[src/rtl/spq_pkg.sv]
// shared types and codes for the sorted priority queue
package spq_pkg;

    localparam int VALUE_W  = 32;
    localparam int RANK_W   = 16;
    localparam int STATUS_W = 2;
    localparam int COUNT_W  = 4;

    // item kinds
    localparam logic KIND_PUSH = 1'b0;
    localparam logic KIND_POP  = 1'b1;

    // result status codes
    localparam logic [STATUS_W-1:0] ST_DONE  = 2'd0;
    localparam logic [STATUS_W-1:0] ST_FULL  = 2'd1;
    localparam logic [STATUS_W-1:0] ST_EMPTY = 2'd2;

    // control broadcast to every cell
    typedef struct packed {
        logic                     load;
        logic                     push;
        logic signed [VALUE_W-1:0] value;
        logic [RANK_W-1:0]        rank;
    } t_cell_ctl;

endpackage

[src/rtl/spq_cell.sv]
// one storage cell of the sorted shift array, highest rank at cell zero
module spq_cell
    import spq_pkg::*;
(
    input  logic                      i_clk,
    input  t_cell_ctl                 i_ctl,
    input  logic                      i_valid,
    input  logic                      i_prev_ge,
    input  logic signed [VALUE_W-1:0] i_prev_value,
    input  logic [RANK_W-1:0]         i_prev_rank,
    input  logic signed [VALUE_W-1:0] i_next_value,
    input  logic [RANK_W-1:0]         i_next_rank,
    output logic                      o_ge,
    output logic signed [VALUE_W-1:0] o_value,
    output logic [RANK_W-1:0]         o_rank
);

    logic signed [VALUE_W-1:0] r_value, n_value;
    logic [RANK_W-1:0]         r_rank, n_rank;

    // entry stays ahead of the new item only if its rank is strictly larger
    assign o_ge = i_valid && (r_rank > i_ctl.rank);

    // keep, insert the new item, shift down on push, or shift up on pop
    always_comb begin
        n_value = r_value;
        n_rank  = r_rank;
        if (i_ctl.push) begin
            if (o_ge) begin
                n_value = r_value;
                n_rank  = r_rank;
            end else if (i_prev_ge) begin
                n_value = i_ctl.value;
                n_rank  = i_ctl.rank;
            end else begin
                n_value = i_prev_value;
                n_rank  = i_prev_rank;
            end
        end else begin
            n_value = i_next_value;
            n_rank  = i_next_rank;
        end
    end

    always_ff @(posedge i_clk) begin
        if (i_ctl.load) begin
            r_value <= n_value;
            r_rank  <= n_rank;
        end
    end

    assign o_value = r_value;
    assign o_rank  = r_rank;

endmodule

[src/rtl/sorted_priority_queue.sv]
// sorted priority queue built as a parallel-compare shift array
// Holds up to CAPACITY value and rank pairs, highest rank first, equal ranks
// served last-in first. One item (push or pop) is taken every clock cycle:
// busy never rises. Each item's result appears on the o_ ports in the cycle
// after acceptance, marked by o_valid for exactly one cycle; the receiver
// cannot stall, so results must be captured when o_valid is high. Each item
// is handled at once by every cell comparing its rank with the new item
// in parallel and shifting one place toward or away from the top.
module sorted_priority_queue
    import spq_pkg::*;
#(
    parameter int CAPACITY = 8
) (
    input  logic                       i_clk,
    input  logic                       i_rst_n,
    input  logic                       start,
    output logic                       busy,
    input  logic                       i_kind,
    input  logic signed [VALUE_W-1:0]  i_value,
    input  logic [RANK_W-1:0]          i_rank,
    output logic                       o_valid,
    output logic [STATUS_W-1:0]        o_status,
    output logic signed [VALUE_W-1:0]  o_popped_value,
    output logic                       o_top_valid,
    output logic signed [VALUE_W-1:0]  o_top_value,
    output logic [RANK_W-1:0]          o_top_rank,
    output logic [COUNT_W-1:0]         o_count
);

    localparam int CW = $clog2(CAPACITY + 1);

    logic                      w_accept;
    logic                      w_full;
    logic                      w_empty;
    t_cell_ctl                 w_ctl;
    logic [CAPACITY-1:0]       w_valid;
    logic [CAPACITY-1:0]       w_ge;
    logic signed [VALUE_W-1:0] w_value [CAPACITY];
    logic [RANK_W-1:0]         w_rank  [CAPACITY];

    logic [CW-1:0]             r_count, n_count;
    logic                      r_valid;
    logic [STATUS_W-1:0]       r_status, n_status;
    logic signed [VALUE_W-1:0] r_popped, n_popped;

    // handshake: an item every cycle
    assign busy     = 1'b0;
    assign w_accept = start && !busy;
    assign w_full   = (r_count == CW'(CAPACITY));
    assign w_empty  = (r_count == '0);

    // decode the item into cell control, status and next count
    always_comb begin
        w_ctl.load  = 1'b0;
        w_ctl.push  = (i_kind == KIND_PUSH);
        w_ctl.value = i_value;
        w_ctl.rank  = i_rank;
        n_count     = r_count;
        n_status    = ST_DONE;
        n_popped    = '0;
        if (i_kind == KIND_PUSH) begin
            if (w_full) begin
                n_status = ST_FULL;
            end else begin
                w_ctl.load = w_accept;
                n_count    = r_count + CW'(1);
            end
        end else begin
            if (w_empty) begin
                n_status = ST_EMPTY;
            end else begin
                w_ctl.load = w_accept;
                n_count    = r_count - CW'(1);
                n_popped   = w_value[0];
            end
        end
    end

    // cell array
    genvar gi;
    generate
        for (gi = 0; gi < CAPACITY; gi++) begin : g_cell
            logic                      w_prev_ge;
            logic signed [VALUE_W-1:0] w_prev_value;
            logic [RANK_W-1:0]         w_prev_rank;
            logic signed [VALUE_W-1:0] w_next_value;
            logic [RANK_W-1:0]         w_next_rank;

            assign w_valid[gi] = (r_count > CW'(gi));

            if (gi == 0) begin : g_first
                assign w_prev_ge    = 1'b1;
                assign w_prev_value = w_value[gi];
                assign w_prev_rank  = w_rank[gi];
            end else begin : g_mid
                assign w_prev_ge    = w_ge[gi-1];
                assign w_prev_value = w_value[gi-1];
                assign w_prev_rank  = w_rank[gi-1];
            end

            if (gi == CAPACITY - 1) begin : g_last
                assign w_next_value = w_value[gi];
                assign w_next_rank  = w_rank[gi];
            end else begin : g_inner
                assign w_next_value = w_value[gi+1];
                assign w_next_rank  = w_rank[gi+1];
            end

            spq_cell u_cell (
                .i_clk        (i_clk),
                .i_ctl        (w_ctl),
                .i_valid      (w_valid[gi]),
                .i_prev_ge    (w_prev_ge),
                .i_prev_value (w_prev_value),
                .i_prev_rank  (w_prev_rank),
                .i_next_value (w_next_value),
                .i_next_rank  (w_next_rank),
                .o_ge         (w_ge[gi]),
                .o_value      (w_value[gi]),
                .o_rank       (w_rank[gi])
            );
        end
    endgenerate

    // count and result registers
    always_ff @(posedge i_clk) begin
        if (!i_rst_n) begin
            r_count <= '0;
            r_valid <= 1'b0;
        end else begin
            r_valid <= w_accept;
            if (w_accept) begin
                r_count <= n_count;
            end
        end
    end

    always_ff @(posedge i_clk) begin
        if (w_accept) begin
            r_status <= n_status;
            r_popped <= n_popped;
        end
    end

    // peek comes straight from the top cell once the item has settled
    assign o_valid        = r_valid;
    assign o_status       = r_status;
    assign o_popped_value = r_popped;
    assign o_top_valid    = !w_empty;
    assign o_top_value    = w_empty ? '0 : w_value[0];
    assign o_top_rank     = w_empty ? '0 : w_rank[0];
    assign o_count        = COUNT_W'(r_count);

endmodule
[config.mk]
export PLATFORM = sky130hd
export DESIGN_NAME = sorted_priority_queue
export DESIGN_NICKNAME = d
export VERILOG_FILES = /design/src/rtl/spq_pkg.sv /design/src/rtl/spq_cell.sv /design/src/rtl/sorted_priority_queue.sv
export SDC_FILE = /design/constraint.sdc
export NUM_CORES = 1
export LEC_CHECK = 0
export ABC_AREA = 1
export ABC_CLOCK_PERIOD_IN_PS = 6800
export BUFFER_PORTS_ARGS = -buffer_cell sky130_fd_sc_hd__buf_2
export CAP_MARGIN = 20
export CORE_ASPECT_RATIO = 1.75
export CORE_MARGIN = 4
export CORE_UTILIZATION = 62
export CTS_BUF_LIST = sky130_fd_sc_hd__clkbuf_16
export CTS_CLUSTER_DIAMETER = 200
export DETAILED_ROUTE_END_ITERATION = 10
export GPL_TIMING_DRIVEN = 0
export PLACE_DENSITY_LB_ADDON = 0.3
export SYNTH_ARGS = -nofsm -noshare
export SYNTH_HDL_FRONTEND = slang
export SYNTH_SLANG_ARGS = --single-unit
[constraint.sdc]
create_clock -name i_clk -period 6.8 [get_ports i_clk]
set_input_delay 1.36 -clock i_clk [delete_from_list [all_inputs] [get_ports i_clk]]
set_output_delay 1.36 -clock i_clk [all_outputs]
set_load 0.1 [all_outputs]
After elaboration in Yosys (flattened, before gate mapping)
Index checks and enable logic that the tools add are counted.
{ "word_totals": {"output_inout_bits": 89, "in_bits": 52, "reg_bits": 423, "wordCells": 122} }
{ "classes": {"n_reduce_logical": 19, "magnitude_cmp": 16, "bitwise": 2, "n_addsub": 2, "n_eq_ne": 10, "mux": 53} }
{ "op_table": {"columns": ["operator", "count"], "rows": [
  ["two-way mux 32 bit", 22],
  ["two-way mux 16 bit", 22],
  ["greater-than comparator 16 bit", 8],
  ["inequality test 2 bit (second input constant)", 9],
  ["greater-than comparator 4 x 3 -> 1 bit (second input constant)", 4],
  ["AND reduction 2 bit", 7],
  ["two-way mux 4 bit", 3],
  ["greater-than comparator 4 x 1 -> 1 bit (second input constant)", 2],
  ["greater-than comparator 4 x 2 -> 1 bit (second input constant)", 2],
  ["logical AND 1 bit", 8],
  ["AND reduction 3 bit", 2],
  ["adder 4 x 1 -> 4 bit (second input constant)", 1],
  ["equality test 4 bit (second input constant)", 1],
  ["logical NOT 4 bit", 1],
  ["two-way mux 1 bit", 4],
  ["two-way mux 2 bit", 2],
  ["subtractor 4 x 1 -> 4 bit (second input constant)", 1],
  ["inverter 1 bit", 2],
  ["logical NOT 1 bit", 1]
]} }

Depth between registers and ports, before layout
{ "depth": {"ltp_word": 5, "ltp_mapped": 17, "ltp_nobuf": 15} }

Cells and area by module
Synthesis repeated with hierarchy kept, for this count alone.
{ "hier_totals": {"cells_unflattened": 2943, "area_unflattened_um2": 25823.5} }
{ "by_module_without_submodules": {"columns": ["module", "seq_area_each_um2", "area_each_um2", "instances", "cells_each"], "rows": [
  ["spq_cell at g_cell[0].u_cell ...", 1441.4, 2969.1, 5, 338],
  ["spq_cell at g_cell[5].u_cell ...", 1441.4, 2985.4, 3, 339],
  ["sorted_priority_queue", 1121.1, 2021.9, 1, 236]
]} }

Least setup slack after synthesis
Ideal clock, no wire load.
{ "synth_path": {"kind": "input to register", "startpoint": "input i_rank[9]", "endpoint": "register g_cell[7].u_cell.r_rank[0], enable pin", "cell_stages": 9, "setup_ns": 0.470, "n_path_buf": 0, "required_ns": 6.330, "t_arrival_ns": 4.822, "path_slack_ns": 1.509, "cell_sequence": "clkinv_1 > ha_1 > nand2_1 > inv_1 > o21ai_0 > nand2_1 > a21oi_1 > o21ai_0 > a21oi_1"} }
{ "synth_via": {"elab_chain_len": 4} }
{ "synth_lines": {"columns": ["item", "line_no", "rtl"], "rows": [
  ["start: declaration", "sorted_priority_queue.sv:20", "input logic [RANK_W-1:0] i_rank,"],
  ["greater-than comparator 16 bit", "spq_cell.sv:22", "assign o_ge = i_valid && (r_rank > i_ctl.rank);"],
  ["logical AND 1 bit", "spq_cell.sv:22", null],
  ["inverter 1 bit (no line)", null, null],
  ["AND reduction 3 bit (no line)", null, null],
  ["end signal: assignment", "spq_cell.sv:48", "r_rank <= n_rank;"],
  ["end: declaration", "spq_cell.sv:19", "logic [RANK_W-1:0] r_rank, n_rank;"]
]} }
Every way passes these cells.
A chain may end at the register's enable or synchronous reset.

Final worst setup path
{ "layout_path": {"startpoint": "input i_rank[11]", "endpoint": "register g_cell[5].u_cell.r_value[23], enable pin"} }
{ "layout_via": {"elab_chain_len": 4} }
{ "layout_lines": {"columns": ["item", "line_no", "rtl"], "rows": [
  ["greater-than comparator 16 bit", "spq_cell.sv:22", null],
  ["logical AND 1 bit", "spq_cell.sv:22", null],
  ["inequality test 2 bit (no line)", null, null],
  ["AND reduction 2 bit (no line)", null, null],
  ["end signal: assignment", "spq_cell.sv:47", "r_value <= n_value;"],
  ["end: declaration", "spq_cell.sv:18", "logic signed [VALUE_W-1:0] r_value, n_value;"]
]} }
Every way passes these cells.

==> results.md <==
* First-pass GRT wire length at 131 mm
* Fin crit period at slightly above 5 ns
* Seq/Total Area, Yosys at between 40% and 50%
* Num CTS Buffers at 41
* Port bufs at roughly 140
* Skew-Pair Late Insertion Delay at approximately 0.57 ns
* Hold WC Path Type: register to register
* Flop pwr share at between 30% and 40%
* H-tree Lvls at 2
* Post-CTS Setup Bufs at 0
* Post-synth design cell area at 0.0258 mm^2
* Number of synthesized register bits at 423
* Warnings, synthesis at 0
* Actual slew at the worst max-slew pin at 1.11 ns
* Starting DRT DRC Count at about 2700
* Internal cell power at around 5.8 mW
* Worst setup SP type: input port
* WP data arrival at 5.34 ns
* Vias in the first global route at about 24000
* Sw Share at between 30 and 40%
* Post-synth cell types at 36
* Tot GR Track Use at between 30 and 40%
* EDFF count, synth at approximately 420
* Longest Clk Path Bufs at 3
* Status: finished, final reports clean
* Root Buffer: clkbuf_16
* NumNets Final at ~3600
* Chip width at 162 um
* Final setup skew at around 0.025 ns
* Yosys top cell by area: edfxtp_1
* Routed wire per std cell at ~22 um
* Most frequent cells in the layout: 1134 x nand2_1, 634 x nand3_1, 418 x edfxtp_1, 367 x inv_1, 195 x buf_2
* Leak at between 10 and 15 nW
* Syn Area/Cell at 8.00 um^2
* Max Freq at between 0.15 and 0.2 GHz
* Die Ht at about 280 um
* Final ANT Viol Nets at 0
* Die ar. at between 0.04 and 0.05 mm^2
* Core area at between 0.04 and 0.05 mm^2
* Final setup violation count at 0
* Placed insts at approximately 3900
* Placer congestion estimate at about 1.0
* DRT Wirelength at about 87 mm
* Final std cells w/o fill at approximately 4000
* Mapped Cells at between 3000 and 4000
* Crit path capture type: register
* Crit Path Max Fanout at 31
* DRC at 0
* Core Rows at 98
* Largest net degree at the start of global routing at 38
* Clock power share at around 30%
* Critical Setup Path Class: input port to register
* Vias at 23900
* Worst IR drop on VDD at around 0.00034 V
* CP required at between 7 and 8 ns
* Final Util at between 70% and 80%
* DR vias/cell at 5.99
* Final HPWL DP at 63.5 mm
* Io pins at between 100 and 150
* Fin crit share at 75.0%
* Max-slew violation count at 0
* Synth async-reset ratio at 0%
* Clock sink count at 423
* Layout cells sized above 1 at roughly a tenth
* Starting Density at a little over three fifths
* Main synth FF type: edfxtp_1
* Max cap viols at 0
* Dominant cells by area after synthesis: edfxtp_1 49%, nand2_1 17%, nand3_1 12%
* Layout overhead on the synthesized area at 12.2%
* CTS clk-pin slew, worst paths at roughly 0.06 ns
* Setup slack after layout at between 1.5 and 2 ns
* RSZ-0062 raised after global routing: no
* Sw power at roughly 3.5 mW
* Initial antenna violation count at 0
* Total congestion overflow at 0
* Synth top area share at about 50%
* Fin. Hold Viols at 0
* CTS Hold Bufs at 0
* DP Worst Slack at around 1.3 ns
* Most common cell after layout, fill and taps aside: nand2_1
* CTS tree: built
* Resized cells post-CTS at 0
* Post-Syn Nets at 3405
* Power Dens Cells at between 300 and 400 mW/mm^2
* Comb power frac at around a third
* DRT Pass-1 Iters at 8
* Rel. slew slack at between 20% and 30%
cell type report:
cell class	count	area, um^2
diodes	1	2.50
plain buffers	194	995
clock buffers	43	1080
clock inverters	33	528
fillers	3392	12000
inverters	401	1510
multi-input cells	2203	10600
flip-flops and latches	423	12700
well taps	550	688
repair buffers	146	851
state kept, by name (all words and copies together) (netlist names):
signal and flops:
g_cell.u_cell.o_rank 128, o_count 4, o_status 2, o_valid 1, o_popped_value 32, g_cell.u_cell.o_value 256
worst max-delay path, cell delays in order:
cell and delay, ns:
buf_2 0.09, clkinv_1 0.52, ha_1 0.59, nand2_1 0.06
nor2_1 0.16, nand2_1 0.13, nor2_1 0.34, nor2_1 0.30
nand2_1 0.28, buf_4 0.35, buf_6 0.20, o21ai_1 0.08
inv_2 0.53, buf_12 0.30
synth_stat cells (2+ instances only):
library cell / instances
o21ai_0: 63
nor3_2: 2
buf_1: 20
inv_1: 374
o21ai_1: 7
buf_6: 12
nand4_1: 12
clkinv_1: 18
nor2_2: 4
ha_1: 132
a21oi_2: 3
a21oi_1: 59
nand2_1: 1134
buf_2: 57
inv_2: 9
buf_4: 25
a21o_1: 7
a31oi_1: 3
clkbuf_1: 79
edfxtp_1: 418
nor2_1: 83
nand3_1: 634
nand2_2: 14
nor3_1: 36
dfxtp_1: 5
metrics by stage:
step	total power [mW]	hold slack [ns]	TNS (ns)	instance area, um^2
finish	9.31	0.520	0	28900
global route	9.65	0.545	0	28900
floorplan	5.63	0.495	0	25800
detailed placement	6.48	0.506	0	27300
global placement	6.38	0.500	-32.04	27100
CTS	9.22	0.527	0	28900
power by group through the flow:
| stage | logic [mW] | clock network, mW | registers (mW) |
|---|---|---|---|
| finish | 2.94 | 2.78 | 3.60 |
| global route | 3.14 | 2.88 | 3.62 |
| CTS | 2.86 | 2.77 | 3.59 |
| detailed placement | 2.84 | 0 | 3.64 |
| global placement | 2.73 | 0 | 3.65 |
| floorplan | 1.91 | 0 | 3.72 |
layer usage:
layer  up-vias  routed length [um]  global-route usage [%]
li1      10900                   -                       -
met3       378                7800                    6.67
met4         0                7610                    28.0
met1     11100               29300                    42.1
met2      1463               42700                    64.4
met5         -                   0                       0
kinds of logic after synthesis:
kind of cell             count (synthesis)  synth area share (%)
other                                    1                0.0146
flip-flops                             423                  49.1
buffers and inverters                  595                  9.70
adder cells (fa/ha/maj)                132                  6.41
AO/OA/AOI/OAI                          145                  3.01
XOR/XNOR                                 1                0.0340
AND/OR/NAND/NOR                       1924                  31.7
path summary, 6_finish.rpt:
check             depth (start not counted)                    startpoint                            to  slack, ns
setup reg to reg                         12   g_cell[5].u_cell.o_rank[11]  g_cell[5].u_cell.o_value[23]       2.93
hold / removal                            2  g_cell[7].u_cell.o_value[31]  g_cell[6].u_cell.o_value[31]       0.52
hold reg to reg                           2  g_cell[7].u_cell.o_value[31]  g_cell[6].u_cell.o_value[31]       0.52
setup / recovery                         14                    i_rank[11]  g_cell[5].u_cell.o_value[23]       1.70
(Power assumes the default switching activity.)
